$ cat src/rtl/avm_pkg.sv
// Shared opcodes, strobe group and stream packing constants for the accumulator VM execute block.
package avm_pkg;

   // Instruction codes; 2, 4 and 13 are reserved, OP_LIMIT and above halt.
   typedef enum logic [4:0] {
      OP_NOP  = 5'd0,
      OP_LDI  = 5'd1,
      OP_LD   = 5'd3,
      OP_ST   = 5'd5,
      OP_LT   = 5'd6,
      OP_GT   = 5'd7,
      OP_EQI  = 5'd8,
      OP_EQ   = 5'd9,
      OP_BZ   = 5'd10,
      OP_BNZ  = 5'd11,
      OP_DLY  = 5'd12,
      OP_LTE  = 5'd14,
      OP_GTE  = 5'd15,
      OP_HALT = 5'd16,
      OP_JMP  = 5'd17,
      OP_ADDI = 5'd18,
      OP_ADD  = 5'd19,
      OP_SUBI = 5'd20,
      OP_SUB  = 5'd21
   } opcode_type;

   localparam logic [4:0] OP_LIMIT = 5'd22;

   typedef struct packed {
      logic delay;
      logic store;
   } strobe_type;

   // Field widths of the stream payloads.
   localparam int OPCODE_W  = 5;
   localparam int VALUE_W   = 32;
   localparam int ADDR_W    = 8;
   localparam int FLAG_W    = 1;

   localparam int REQ_TDATA_W = 56;   // 53 bits of fields, padded to bytes
   localparam int RSP_TDATA_W = 120;  // 113 bits of fields, padded to bytes
   localparam int RSP_TUSER_W = 2;

endpackage

$ cat src/rtl/avm_exec.sv
// Combinational execute logic: decodes one instruction and computes the next machine state.
module avm_exec
   import avm_pkg::*;
#(
   parameter int DATA_WIDTH = 32,
   parameter int PC_WIDTH   = 8
) (
   input  logic [OPCODE_W-1:0]   opcode,
   input  logic [VALUE_W-1:0]    operand_value,
   input  logic [ADDR_W-1:0]     branch_target,
   input  logic [PC_WIDTH-1:0]   pc,
   input  logic [DATA_WIDTH-1:0] acc,
   input  logic                  halt,
   output logic [PC_WIDTH-1:0]   pc_next,
   output logic [DATA_WIDTH-1:0] acc_next,
   output logic                  halt_next,
   output strobe_type            strobe
);

   logic [DATA_WIDTH+VALUE_W-1:0] value_wide;
   logic [PC_WIDTH+ADDR_W-1:0]    target_wide;
   logic [DATA_WIDTH-1:0]         value;
   logic [PC_WIDTH-1:0]           target;
   logic [PC_WIDTH-1:0]           pc_inc;
   logic [DATA_WIDTH-1:0]         acc_one;
   logic [DATA_WIDTH-1:0]         acc_zero;
   logic                          acc_lt;
   logic                          acc_gt;
   logic                          acc_eq;
   logic                          acc_is_zero;

   // Sign-extend or truncate the operand to the datapath width.
   assign value_wide  = {{DATA_WIDTH{operand_value[VALUE_W-1]}}, operand_value};
   assign value       = value_wide[DATA_WIDTH-1:0];
   assign target_wide = {{PC_WIDTH{1'b0}}, branch_target};
   assign target      = target_wide[PC_WIDTH-1:0];

   assign pc_inc      = pc + {{(PC_WIDTH-1){1'b0}}, 1'b1};
   assign acc_one     = {{(DATA_WIDTH-1){1'b0}}, 1'b1};
   assign acc_zero    = '0;
   assign acc_lt      = $signed(acc) < $signed(value);
   assign acc_gt      = $signed(value) < $signed(acc);
   assign acc_eq      = (acc == value);
   assign acc_is_zero = (acc == acc_zero);

   always_comb begin
      pc_next   = pc;
      acc_next  = acc;
      halt_next = halt;
      strobe    = '0;
      if (!halt) begin
         case (opcode)
            OP_NOP: begin
               pc_next = pc_inc;
            end
            OP_LDI, OP_LD: begin
               acc_next = value;
               pc_next  = pc_inc;
            end
            OP_ST: begin
               strobe.store = 1'b1;
               pc_next      = pc_inc;
            end
            OP_LT: begin
               acc_next = acc_lt ? acc_one : acc_zero;
               pc_next  = pc_inc;
            end
            OP_GT: begin
               acc_next = acc_gt ? acc_one : acc_zero;
               pc_next  = pc_inc;
            end
            OP_EQI, OP_EQ: begin
               acc_next = acc_eq ? acc_one : acc_zero;
               pc_next  = pc_inc;
            end
            OP_BZ: begin
               pc_next = acc_is_zero ? target : pc_inc;
            end
            OP_BNZ: begin
               pc_next = acc_is_zero ? pc_inc : target;
            end
            OP_DLY: begin
               strobe.delay = 1'b1;
               pc_next      = pc_inc;
            end
            OP_LTE: begin
               acc_next = acc_gt ? acc_zero : acc_one;
               pc_next  = pc_inc;
            end
            OP_GTE: begin
               acc_next = acc_lt ? acc_zero : acc_one;
               pc_next  = pc_inc;
            end
            OP_HALT: begin
               halt_next = 1'b1;
            end
            OP_JMP: begin
               pc_next = target;
            end
            OP_ADDI, OP_ADD: begin
               acc_next = acc + value;
               pc_next  = pc_inc;
            end
            OP_SUBI, OP_SUB: begin
               acc_next = acc - value;
               pc_next  = pc_inc;
            end
            default: begin
               // Reserved codes change nothing; codes past the table halt.
               if (opcode >= OP_LIMIT) begin
                  halt_next = 1'b1;
               end
            end
         endcase
      end
   end

endmodule

$ cat src/rtl/accumulator_vm_execute.sv
// Top level of the accumulator VM execute block: input stage, execute, result stage.
//
//  channel | dir | handshake             | payload
//  --------+-----+-----------------------+------------------------------------------
//  req     | in  | req_tvalid/req_tready | opcode, operand, branch target, entry
//  rsp     | out | rsp_tvalid/rsp_tready | pc, accumulator, halted, store/delay data
//
//  One instruction per cycle while rsp is not stalled; rsp_tvalid rises once the
//  result stage registers its result. The pc/accumulator/halt feedback through
//  the execute logic sets the rate: each instruction sees its predecessor's state.
//  Reset clears pc, accumulator and halt flag and empties both stages.
//  A stalled rsp holds its result; the input stage still takes one more item,
//  and req_tready drops only when both stages are full and rsp is stalled.
module accumulator_vm_execute
   import avm_pkg::*;
#(
   parameter int DATA_WIDTH = 32,
   parameter int PC_WIDTH   = 8
) (
   input  logic                   clock,
   input  logic                   reset,
   input  logic                   req_tvalid,
   output logic                   req_tready,
   // [4:0] opcode, [36:5] operand_value, [44:37] branch_target,
   // [52:45] entry_index, [55:53] zero
   input  logic [REQ_TDATA_W-1:0] req_tdata,
   output logic                   rsp_tvalid,
   input  logic                   rsp_tready,
   // [7:0] next_pc, [39:8] acc_value, [40] halted, [48:41] store_entry,
   // [80:49] store_data, [112:81] delay_ticks, [119:113] zero
   output logic [RSP_TDATA_W-1:0] rsp_tdata,
   // [0] store_strobe, [1] delay_strobe
   output logic [RSP_TUSER_W-1:0] rsp_tuser
);

   // Input stage
   logic                  req_valid_ff;
   logic                  req_valid_in;
   logic [OPCODE_W-1:0]   opcode_ff;
   logic [VALUE_W-1:0]    operand_ff;
   logic [ADDR_W-1:0]     target_ff;
   logic [ADDR_W-1:0]     entry_ff;

   // Machine state
   logic [PC_WIDTH-1:0]   pc_ff;
   logic [DATA_WIDTH-1:0] acc_ff;
   logic                  halt_ff;
   logic [PC_WIDTH-1:0]   pc_in;
   logic [DATA_WIDTH-1:0] acc_in;
   logic                  halt_in;
   strobe_type            strobe;

   // Result stage
   logic                   rsp_valid_ff;
   logic                   rsp_valid_in;
   logic [RSP_TDATA_W-1:0] rsp_tdata_ff;
   logic [RSP_TDATA_W-1:0] rsp_tdata_in;
   logic [RSP_TUSER_W-1:0] rsp_tuser_ff;
   logic [RSP_TUSER_W-1:0] rsp_tuser_in;

   logic                   req_take;
   logic                   exec_go;

   logic [PC_WIDTH+ADDR_W-1:0]    pc_wide;
   logic [DATA_WIDTH+VALUE_W-1:0] acc_wide;
   logic [ADDR_W-1:0]             pc_out;
   logic [VALUE_W-1:0]            acc_out;
   logic [ADDR_W-1:0]             store_entry;
   logic [VALUE_W-1:0]            store_data;
   logic [VALUE_W-1:0]            delay_ticks;

   // Execute when an instruction waits and the result stage is free or draining.
   assign exec_go    = req_valid_ff && (!rsp_valid_ff || rsp_tready);
   assign req_tready = !req_valid_ff || exec_go;
   assign req_take   = req_tvalid && req_tready;

   assign req_valid_in = req_take || (req_valid_ff && !exec_go);
   assign rsp_valid_in = exec_go || (rsp_valid_ff && !rsp_tready);

   avm_exec #(
      .DATA_WIDTH (DATA_WIDTH),
      .PC_WIDTH   (PC_WIDTH)
   ) u_exec (
      .opcode        (opcode_ff),
      .operand_value (operand_ff),
      .branch_target (target_ff),
      .pc            (pc_ff),
      .acc           (acc_ff),
      .halt          (halt_ff),
      .pc_next       (pc_in),
      .acc_next      (acc_in),
      .halt_next     (halt_in),
      .strobe        (strobe)
   );

   // Fit pc and accumulator to the result field widths (zero-extend or drop high bits).
   assign pc_wide     = {{ADDR_W{1'b0}}, pc_in};
   assign pc_out      = pc_wide[ADDR_W-1:0];
   assign acc_wide    = {{VALUE_W{1'b0}}, acc_in};
   assign acc_out     = acc_wide[VALUE_W-1:0];
   assign store_entry = strobe.store ? entry_ff : '0;
   assign store_data  = strobe.store ? acc_out : '0;
   assign delay_ticks = strobe.delay ? acc_out : '0;

   assign rsp_tdata_in = {7'b0, delay_ticks, store_data, store_entry, halt_in, acc_out, pc_out};
   assign rsp_tuser_in = {strobe.delay, strobe.store};

   // Control state and machine state
   always_ff @(posedge clock) begin
      if (reset) begin
         req_valid_ff <= 1'b0;
         rsp_valid_ff <= 1'b0;
         pc_ff        <= '0;
         acc_ff       <= '0;
         halt_ff      <= 1'b0;
      end else begin
         req_valid_ff <= req_valid_in;
         rsp_valid_ff <= rsp_valid_in;
         if (exec_go) begin
            pc_ff   <= pc_in;
            acc_ff  <= acc_in;
            halt_ff <= halt_in;
         end
      end
   end

   // Payload: capture on transfer, hold otherwise
   always_ff @(posedge clock) begin
      if (req_take) begin
         opcode_ff  <= req_tdata[4:0];
         operand_ff <= req_tdata[36:5];
         target_ff  <= req_tdata[44:37];
         entry_ff   <= req_tdata[52:45];
      end
      if (exec_go) begin
         rsp_tdata_ff <= rsp_tdata_in;
         rsp_tuser_ff <= rsp_tuser_in;
      end
   end

   assign rsp_tvalid = rsp_valid_ff;
   assign rsp_tdata  = rsp_tdata_ff;
   assign rsp_tuser  = rsp_tuser_ff;

endmodule

$ cat config.mk
export PLATFORM = sky130hd
export DESIGN_NAME = accumulator_vm_execute
export DESIGN_NICKNAME = d
export VERILOG_FILES = /design/src/rtl/avm_pkg.sv /design/src/rtl/avm_exec.sv /design/src/rtl/accumulator_vm_execute.sv
export SDC_FILE = /design/constraint.sdc
export NUM_CORES = 1
export LEC_CHECK = 0
export BUFFER_PORTS_ARGS = -buffer_cell sky130_fd_sc_hd__buf_2
export CAP_MARGIN = 20
export CELL_PAD_IN_SITES_DETAIL_PLACEMENT = 2
export CELL_PAD_IN_SITES_GLOBAL_PLACEMENT = 2
export CORE_ASPECT_RATIO = 1.25
export CORE_MARGIN = 5
export CORE_UTILIZATION = 39
export CTS_CLUSTER_SIZE = 25
export DETAILED_ROUTE_END_ITERATION = 10
export MAX_ROUTING_LAYER = met4
export PLACE_DENSITY = 0.95
export SLEW_MARGIN = 5
export SYNTH_ARGS = -nofsm -noshare
export SYNTH_HDL_FRONTEND = slang
export SYNTH_SLANG_ARGS = --single-unit
$ cat constraint.sdc
create_clock -name clock -period 9.75 [get_ports clock]
set_input_delay 1.4625 -clock clock [delete_from_list [all_inputs] [get_ports clock]]
set_output_delay 1.4625 -clock clock [all_outputs]
set_load 0.01 [all_outputs]
==> results.md, run 1 <==
- Final Max Slew Viols: 0
- Pin count of the biggest net entering global routing: 76
- # IOs: 184
- PortBufs: 173
- Wire per inst: 34.2 um
- Final instance count without filler cells: 1934
- RSZ-0062 raised after global routing: false
- Int Pwr: 0.00178 W
- Setup TNS: 0 ns
- Largest family of logic cells by synthesized area: compound AO/OA/AOI/OAI gates
- Deepest level of the CTS H-tree: 1
- Compound-cell area share of the yosys netlist: 20.7%
- P_sw: 0.000871 W
- R2r setup slk: 5.11 ns
- Post-synthesis sequential area ratio: 45.6%
- Avg Synthesized Cell Area: 9.49 um2
- Initial Util: 39.5%
- Seq pwr share: 41.0%
- Static leakage: 5.97 nW
- Commonest cells after routing, fill and taps aside: nor2_1 (201), buf_2 (173), edfxtp_1 (168)
- Placement Setup Slack: 5.28 ns
- Register clock-pin slew on the reported worst setup and hold paths: 0.07 ns
- Vias in the first global route: 14161
- Slew Limit Headroom: 21.8%
- Post-synthesis adder-cell area fraction: 9.59%
- Tot GR Track Use: 35.6%
- Worst hold stages: 2
- Die area: 0.0370 mm2
- Clk buf depth: 3
- Crit path max fanout: 6
- Startpoint types: flop
- Cell count of the worst reg-to-reg path: 13
- Hold Path Sink: rsp_tvalid
- Total congestion overflow: 0
- CTS tree: yes
- Drt drc: 0
- 1st-iter DRT viols: 1214
- Worst Tran Pin Value: 1.17 ns
- Share of cells above drive strength 1: 17.2%
- Die Wd: 173 um
- # setup viols final: 0
- Clk root buf: clkbuf_16
- Die Ht: 214 um
- CTS Buf Count: 26
- Min-delay src: req_valid_ff
- Switching Share: 32.9%
- 1st-pass router iterations: 6
- First-pass GRT wire length: 95900 um
- DR vias/cell: 6.61
- Combinational Power Share: 18.7%
- Syn-to-layout area delta: 15.5%
- Top FF cell, synth: edfxtp_1
- Synth Area in XOR/XNOR: 1.42%
- Final hold slack: 0.568 ns
- CTS Sinks: 211
- Post-CTS setup buffers: 0
- Arrival time worst endpoint: 4.87 ns
- Final WS setup: 5.11 ns
- Seq cells post-synth: 211
- Status: complete, no violations
- # hold bufs at CTS: 0
- Vias: 12779
- Maximum vdd drop: 0.208 mV
- Worst hold path type: flop to flop
- EDFF count, synth: 168
- Mux contribution to synthesized area: 0.541%
- Antenna violations before repair: 1
- Post-synthesis cell count: 1364
- Synth warnings: 0
- MaxCap Viol Count: 0
- Crit-path cells: inv_1 > ha_1 > inv_1 > fa_1 > nand3_1 > a21oi_1 > o21ai_0 > a22oi_1 > a21oi_1 > nand2_1 > o21ai_0 > o21ai_0 > a31oi_1
- # placed instances: 1885
- Rows: 74
- Fin. Hold Viols: 0
- Family with the most delay on the worst path: compound AO/OA/AOI/OAI gates
- Reg2Reg Capture Point: rsp_tdata[30]
- Fin util: 45.6%
- Final worst path period share: 47.6%
- Slowest stage cell, crit path: o21ai_0
- Most common cell after layout, fill and taps aside: nor2_1
- Clk pwr share: 40.3%
- Synth unique cells: 88
- Req. time, crit path: 9.98 ns
- Ys async rst share: 0%
- Post-synthesis simple-gate area fraction: 15.6%
- Clock Latency Late Sink: 0.60 ns
- Total Wirelength: 66100 um
- Crit Path Class: flop to flop
- Nets: 1653
- Crit path time final: 4.64 ns
- Most frequent CP cell: o21ai_0
- Worst setup EP type: flop
- Worst reg2reg path startpoint: acc_ff[0]
- Power Density: 177 mW/mm2
- Post-Syn Area: 0.0129 mm2
- CORE AREA: 0.0328 mm2
- Post-route ant nets: 0
- Detailed Place HPWL: 43500 um
- Fmax: 215 MHz
- Post-CTS sizing: 0
- Buf/Inv on CP: 2
- Routability Congestion: 0.953
- Slowest stage delay, CP: 0.85 ns
- Max Clock Skew: 0.0421 ns
final cells by class:
cell class / count / area (um2)
Multi-Input combinational cell: 952 / 6240
Clock inverter: 15 / 198
Timing Repair Buffer: 184 / 948
Inverter: 120 / 453
Antenna cell: 1 / 2.50
Clock buffer: 33 / 687
Tap cell: 418 / 523
Fill cell: 3493 / 17800
Sequential cell: 211 / 5910
Yosys cell counts (all sizes together) (7+ instances only):
cell type  instances  share of area [%]
a211oi            23                1.4
a21o              10               0.58
a21oi            123                4.8
a221o             10               0.77
a221oi            22                1.6
a22oi             12               0.70
a31oi              9               0.43
and2              14               0.70
and3              11               0.53
buf               31                1.4
clkbuf            56                1.6
dfxtp             43                6.6
edfxtp           168                 39
ha                96                9.3
inv              120                3.5
mux2i              7               0.54
nand2             78                2.3
nand2b            13               0.63
nand3             21               0.81
nand4             15               0.72
nor2             202                5.9
nor2b             11               0.53
nor3              28                1.1
nor4              18               0.99
o211ai            10               0.62
o21a              12               0.70
o21ai             49                1.9
o21bai            12               0.70
o221ai             7               0.47
o311ai             7               0.47
o31ai             18                1.2
xnor2             19                1.3
state kept, by name, indices dropped and copies added, names as in the netlist:
name and cells:
pc_ff 8, halt_ff 1, target_ff 8, acc_ff 32, req_valid_ff 1, opcode_ff 5
rsp_tvalid 1, rsp_tuser 2, entry_ff 8, operand_ff 32, rsp_tdata 113
logic make-up (layout without fill, tap and decap cells):
logic type / after synthesis / count (layout)
XOR/XNOR: 21 / 21
flip-flops: 211 / 211
AND/OR/NAND/NOR: 437 / 437
multiplexers: 7 / 7
AO/OA/AOI/OAI: 382 / 382
other: 1 / 8
adder cells (fa/ha/maj): 98 / 98
buffers and inverters: 207 / 352
per-layer routing:
| layer | wire length (um) | GRT usage (%) |
|---|---|---|
| met5 | 0 | - |
| met4 | 6940 | 30.0 |
| met3 | 4510 | 6.54 |
| met2 | 32800 | 61.6 |
| met1 | 21900 | 34.8 |
worst max-delay path by stage:
stage	startpoint	endpoint	cells after the start
floorplan	rsp_tready	acc_ff[27]	5
global placement	rsp_tready	acc_ff[25]	8
detailed placement	rsp_tready	acc_ff[19]	7
CTS	operand_ff[5]	rsp_tdata[30]	11
global route	operand_ff[5]	rsp_tdata[30]	11
finish	acc_ff[0]	rsp_tdata[30]	13
metrics by stage:
stage / power, W / area [um2]
floorplan: 0.00136 / 13000
global placement: 0.00149 / 14100
detailed placement: 0.00155 / 14100
CTS: 0.00263 / 15000
global route: 0.00271 / 15000
finish: 0.00265 / 15000
worst register-to-register path: stages (launching register included):
cell     delay [ns]
dfxtp_1        0.47
inv_1          0.08
ha_1           0.20
inv_1          0.11
fa_1           0.30
nand3_1        0.15
a21oi_1        0.37
o21ai_0        0.32
a22oi_1        0.54
a21oi_1        0.32
nand2_1        0.14
o21ai_0        0.08
o21ai_0        0.85
a31oi_1        0.35
power by group through the flow:
stage / clock [W] / sequential, W / combinational, W
final: 0.00107 / 0.00109 / 0.000495
after global routing: 0.00111 / 0.00109 / 0.000516
after CTS: 0.00107 / 0.00108 / 0.000479
after detailed placement: 0 / 0.00110 / 0.000453
after global placement: 0 / 0.00109 / 0.000408
after floorplan: 0 / 0.00109 / 0.000267
No activity file was read; power rests on OpenSTA's default activity.
==> inputs of run 2 (changes only) <==
--- a/config.mk
+++ b/config.mk
@@ -11,11 +11,11 @@
 export CELL_PAD_IN_SITES_GLOBAL_PLACEMENT = 2
 export CORE_ASPECT_RATIO = 1.25
 export CORE_MARGIN = 5
-export CORE_UTILIZATION = 39
+export CORE_UTILIZATION = 36
 export CTS_CLUSTER_SIZE = 25
 export DETAILED_ROUTE_END_ITERATION = 10
 export MAX_ROUTING_LAYER = met4
-export PLACE_DENSITY = 0.95
+export PLACE_DENSITY = 0.91
 export SLEW_MARGIN = 5
 export SYNTH_ARGS = -nofsm -noshare
 export SYNTH_HDL_FRONTEND = slang
==> constraint.sdc (replaced) <==
create_clock -name clock -period 4.6 [get_ports clock]
set_input_delay 0.69 -clock clock [delete_from_list [all_inputs] [get_ports clock]]
set_output_delay 0.69 -clock clock [all_outputs]
set_load 0.01 [all_outputs]
==> run 2 against run 1 <==
Clock power up 97%. Global-route usage down 4.7 points. Non-clock buffer count up 12. Routed wire length decreased by 5.3%. Combinational power grew 110%. Sequential cell count unchanged. Sequential share of layout area is 0.31 points lower. Setup slack lost 4.9 ns. Largest cell class unchanged. Critical path depth decreased by 2. Highest routed layer unchanged.
==> results.md, run 2 (same netlist as run 1, synthesis figures left out) <==
- Pin count of the biggest net entering global routing: 58
- Die area: 0.0399 mm2
- Final instance count without filler cells: 2001
- # hold bufs at CTS: 0
- 1st-iter DRT viols: 1054
- Clk buf depth: 3
- Crit path max fanout: 12
- Deepest level of the CTS H-tree: 1
- Total congestion overflow: 0
- CTS Buf Count: 26
- Worst setup EP type: flop
- Worst hold stages: 1
- Final Max Slew Viols: 0
- Worst reg2reg path startpoint: operand_ff[12]
- MaxCap Viol Count: 0
- Routability Congestion: 0.934
- R2r setup slk: 0.18 ns
- Static leakage: 6.01 nW
- Detailed Place HPWL: 43100 um
- RSZ-0062 raised after global routing: false
- Vias: 12631
- First-pass GRT wire length: 92500 um
- # IOs: 184
- Antenna violations before repair: 1
- CTS Sinks: 211
- Startpoint types: flop
- Initial Util: 36.5%
- Fmax: 226 MHz
- Fin. Hold Viols: 0
- Maximum vdd drop: 0.233 mV
- # setup viols final: 0
- Hold Path Sink: operand_ff[23]
- Nets: 1665
- Most common cell after layout, fill and taps aside: nor2_1
- Total Wirelength: 62600 um
- Max Clock Skew: 0.0315 ns
- CTS tree: yes
- Power Density: 361 mW/mm2
- Crit path time final: 4.42 ns
- Post-CTS sizing: 0
- Reg2Reg Capture Point: acc_ff[19]
- Tot GR Track Use: 30.9%
- Post-route ant nets: 0
- CORE AREA: 0.0355 mm2
- Register clock-pin slew on the reported worst setup and hold paths: 0.07 ns
- Wire per inst: 31.3 um
- Slew Limit Headroom: 20.1%
- Syn-to-layout area delta: 16.5%
- Rows: 77
- Clk root buf: clkbuf_16
- # placed instances: 1953
- Max FFs per register: 113
- Setup TNS: 0 ns
- Die Ht: 222 um
- Die Wd: 180 um
- Cell count of the worst reg-to-reg path: 11
- 1st-pass router iterations: 7
- Worst Tran Pin Value: 1.20 ns
- Crit Path Class: flop to flop
- Status: complete, no violations
- PortBufs: 173
- Min-delay src: req_tdata[28]
- Worst hold path type: input pin to flop
- Vias in the first global route: 14044
- Commonest cells after routing, fill and taps aside: nor2_1 (201), buf_2 (173), edfxtp_1 (168)
- Final worst path period share: 96.0%
- DR vias/cell: 6.31
- Req. time, crit path: 5.06 ns
- Drt drc: 0
- Post-CTS setup buffers: 0
- Clock Latency Late Sink: 0.57 ns
- Share of cells above drive strength 1: 17.8%
- Arrival time worst endpoint: 4.88 ns
-- run 2: changes by cell type in the layout (fill, tap and decap cells not counted) --
cell	delta
bufinv_16	-2
inv_6	-1
clkinvlp_4	+1
clkbuf_8	+2
clkbuf_1	+1
buf_4	+12
nand2b_2	-1
nand2b_1	+1
clkinv_1	-2
-- run 2: critical path, cell delays in order (launching register included) --
cell	delay, ns
edfxtp_1	0.48
inv_1	0.08
ha_1	0.50
nor4_1	0.46
nand2_1	0.11
a2111oi_1	0.66
o31ai_1	0.21
a31oi_1	0.48
a21oi_1	0.15
a31oi_1	0.67
nor2_1	0.20
a211oi_1	0.34
-- run 2: stage by stage --
| stage | instance area (um2) | setup WS [ns] | utilization, % | total power, W | hold WS (ns) |
|---|---|---|---|---|---|
| after floorplan | 13000 | 1.40 | - | 0.00287 | 0.481 |
| after global placement | 14200 | 0.871 | 40.1 | 0.00318 | 0.498 |
| after detailed placement | 14200 | 0.498 | 40.1 | 0.00328 | 0.532 |
| after CTS | 15100 | 0.361 | 42.5 | 0.00542 | 0.287 |
| after global routing | 15100 | 0.100 | 42.5 | 0.00558 | 0.298 |
| final | 15100 | 0.183 | 42.5 | 0.00544 | 0.301 |
-- run 2: how the worst max path moves through the flow --
stage | from | end | cells past startpoint
floorplan | acc_ff[0] | rsp_tdata[63] | 12
global placement | operand_ff[2] | rsp_tdata[39] | 12
detailed placement | operand_ff[9] | acc_ff[28] | 11
CTS | operand_ff[9] | acc_ff[28] | 11
global route | operand_ff[12] | acc_ff[19] | 11
finish | operand_ff[12] | acc_ff[19] | 11
-- run 2: report_power, final --
part | total [W] | switching (W) | internal [W]
clock | 0.00211 | 0.000903 | 0.00121
sequential | 0.00229 | 0.000108 | 0.00218
combinational | 0.00104 | 0.000736 | 0.000301
total | 0.00544 | 0.00175 | 0.00369
-- run 2: layout make-up --
type | count | area, um2
Timing Repair Buffer | 196 | 1040
Sequential cell | 211 | 5910
Clock inverter | 11 | 129
Fill cell | 3865 | 20400
Antenna cell | 1 | 2.50
Multi-Input combinational cell | 952 | 6240
Tap cell | 474 | 593
Inverter | 120 | 453
Clock buffer | 36 | 718
-- run 2: routing by layer --
| layer | routed length (um) | global-route usage, % |
|---|---|---|
| met5 | 0 | - |
| met4 | 5390 | 21.2 |
| met3 | 3620 | 5.43 |
| met2 | 32300 | 55.3 |
| met1 | 21300 | 30.3 |
==> inputs of run 3 (changes only) <==
--- a/config.mk
+++ b/config.mk
@@ -10,7 +10,6 @@
 export CELL_PAD_IN_SITES_DETAIL_PLACEMENT = 2
 export CELL_PAD_IN_SITES_GLOBAL_PLACEMENT = 2
 export CORE_ASPECT_RATIO = 1.25
-export CORE_MARGIN = 5
 export CORE_UTILIZATION = 36
 export CTS_CLUSTER_SIZE = 25
 export DETAILED_ROUTE_END_ITERATION = 10
==> run 3 against run 2 <==
Sequential cell count unchanged. Sequential share of layout area grew 0.11 points. Setup slack improved by 0.29 ns. Global-route usage grew 1.5 points. Core utilization about the same. Count of clock-buffer cells in the layout shrank 7. Total power decreased by 1.9%. First-iteration DRC count is 13% lower. Combinational power about the same. Clock power down 3%. Highest routed layer unchanged.
==> results.md, run 3 (same netlist as run 1, synthesis figures left out) <==
- Buf/Inv on CP: 2
- Post-route ant nets: 0
- Rows: 77
- Worst setup EP type: flop
- Status: complete, no violations
- 1st-iter DRT viols: 918
- Crit Path Class: flop to flop
- First-pass GRT wire length: 86400 um
- Routability Congestion: 0.931
- CTS Buf Count: 24
- Die Ht: 214 um
- Slowest stage delay, CP: 0.61 ns
- Hold Path Sink: operand_ff[19]
- # placed instances: 1951
- Clk buf depth: 3
- Slowest stage cell, crit path: a2111oi_1
- Most common cell after layout, fill and taps aside: nor2_1
- Tot GR Track Use: 32.4%
- Clk root buf: clkbuf_16
- Fmax: 243 MHz
- Worst reg2reg path startpoint: operand_ff[1]
- Register clock-pin slew on the reported worst setup and hold paths: 0.06 ns
- Startpoint types: flop
- 1st-pass router iterations: 5
- Power Density: 355 mW/mm2
- # setup viols final: 0
- Crit path time final: 4.12 ns
- Arrival time worst endpoint: 4.57 ns
- Deepest level of the CTS H-tree: 1
- Max Clock Skew: 0.0277 ns
- Placed Area: 0.0142 mm2
- Worst hold stages: 1
- Pin count of the biggest net entering global routing: 79
- Crit-path cells: inv_1 > ha_1 > nor2b_1 > o311ai_1 > buf_4 > a2111oi_1 > o31ai_1 > a31oi_1 > a21oi_1 > a31oi_1 > nor2_1 > a211oi_1
- Wire per inst: 28.9 um
- Worst Tran Pin Value: 1.19 ns
- Clock Latency Late Sink: 0.57 ns
- CTS tree: yes
- Vias in the first global route: 13513
- Worst hold path type: input pin to flop
- Family with the most delay on the worst path: compound AO/OA/AOI/OAI gates
- Share of cells above drive strength 1: 17.8%
- Die Wd: 172 um
- Syn-to-layout area delta: 16.1%
- Total Wirelength: 57900 um
- Maximum vdd drop: 0.298 mV
- Final instance count without filler cells: 1999
- Req. time, crit path: 5.04 ns
- # hold bufs at CTS: 0
- Total congestion overflow: 0
- Die area: 0.0367 mm2
- Detailed Place HPWL: 41300 um
- MaxCap Viol Count: 0
- Fin. Hold Viols: 0
- R2r setup slk: 0.48 ns
- Post-CTS setup buffers: 0
- Post-CTS sizing: 0
- # IOs: 184
- Most frequent CP cell: a31oi_1
- Reg2Reg Capture Point: acc_ff[19]
- CORE AREA: 0.0354 mm2
- Vias: 12243
- RSZ-0062 raised after global routing: false
- Final Max Slew Viols: 0
- Slew Limit Headroom: 20.6%
- Nets: 1661
- Setup TNS: 0 ns
- Antenna violations before repair: 2
- Drt drc: 0
- Initial Util: 36.6%
- DR vias/cell: 6.12
- Min-delay src: req_tdata[24]
- PortBufs: 173
- Static leakage: 5.99 nW
- Final Instance Area: 0.0150 mm2
- CTS Sinks: 211
- Crit path max fanout: 4
- Max FFs per register: 113
- Commonest cells after routing, fill and taps aside: nor2_1 (201), buf_2 (173), edfxtp_1 (168)
- Cell count of the worst reg-to-reg path: 12
- Final worst path period share: 89.6%
-- run 3: where the power goes --
group          total (W)  switching (W)  internal (W)
registers        0.00228       0.000102       0.00218
logic            0.00101       0.000707      0.000298
clock network    0.00205       0.000907       0.00114
total            0.00533        0.00172       0.00362
-- run 3: worst max-delay path by stage --
stage | start | endpoint | slack, ns | depth (start not counted)
after floorplan | acc_ff[0] | rsp_tdata[63] | 1.40 | 12
after global placement | operand_ff[4] | rsp_tdata[39] | 0.92 | 11
after detailed placement | acc_ff[0] | rsp_tdata[30] | 0.70 | 12
after CTS | operand_ff[12] | acc_ff[19] | 0.60 | 11
after global routing | operand_ff[12] | acc_ff[19] | 0.34 | 11
final | operand_ff[1] | acc_ff[19] | 0.48 | 12
-- run 3: cell type report --
cell class / count / area (um2)
inverters: 120 / 453
repair buffers: 194 / 1020
flip-flops and latches: 211 / 5910
clock buffers: 29 / 651
diodes: 4 / 10.0
clock inverters: 15 / 160
multi-input cells: 952 / 6240
fillers: 3812 / 20300
well taps: 474 / 593
-- run 3: metal layers --
| layer | up-vias | track usage [%] | wire [um] |
|---|---|---|---|
| met4 | 0 | 20.9 | 4480 |
| met3 | 253 | 5.74 | 3490 |
| met1 | 6183 | 32.5 | 20000 |
| met5 | - | - | 0 |
| met2 | 590 | 57.2 | 29900 |
| li1 | 5217 | - | - |
-- run 3: stage by stage --
step	hold slack, ns	total power [W]	setup WS (ns)	utilization, %
after floorplan	0.481	0.00287	1.40	-
after global placement	0.499	0.00317	0.917	40.2
after detailed placement	0.531	0.00327	0.701	40.2
after CTS	0.302	0.00531	0.601	42.5
after global routing	0.294	0.00548	0.339	42.5
final	0.308	0.00533	0.477	42.5
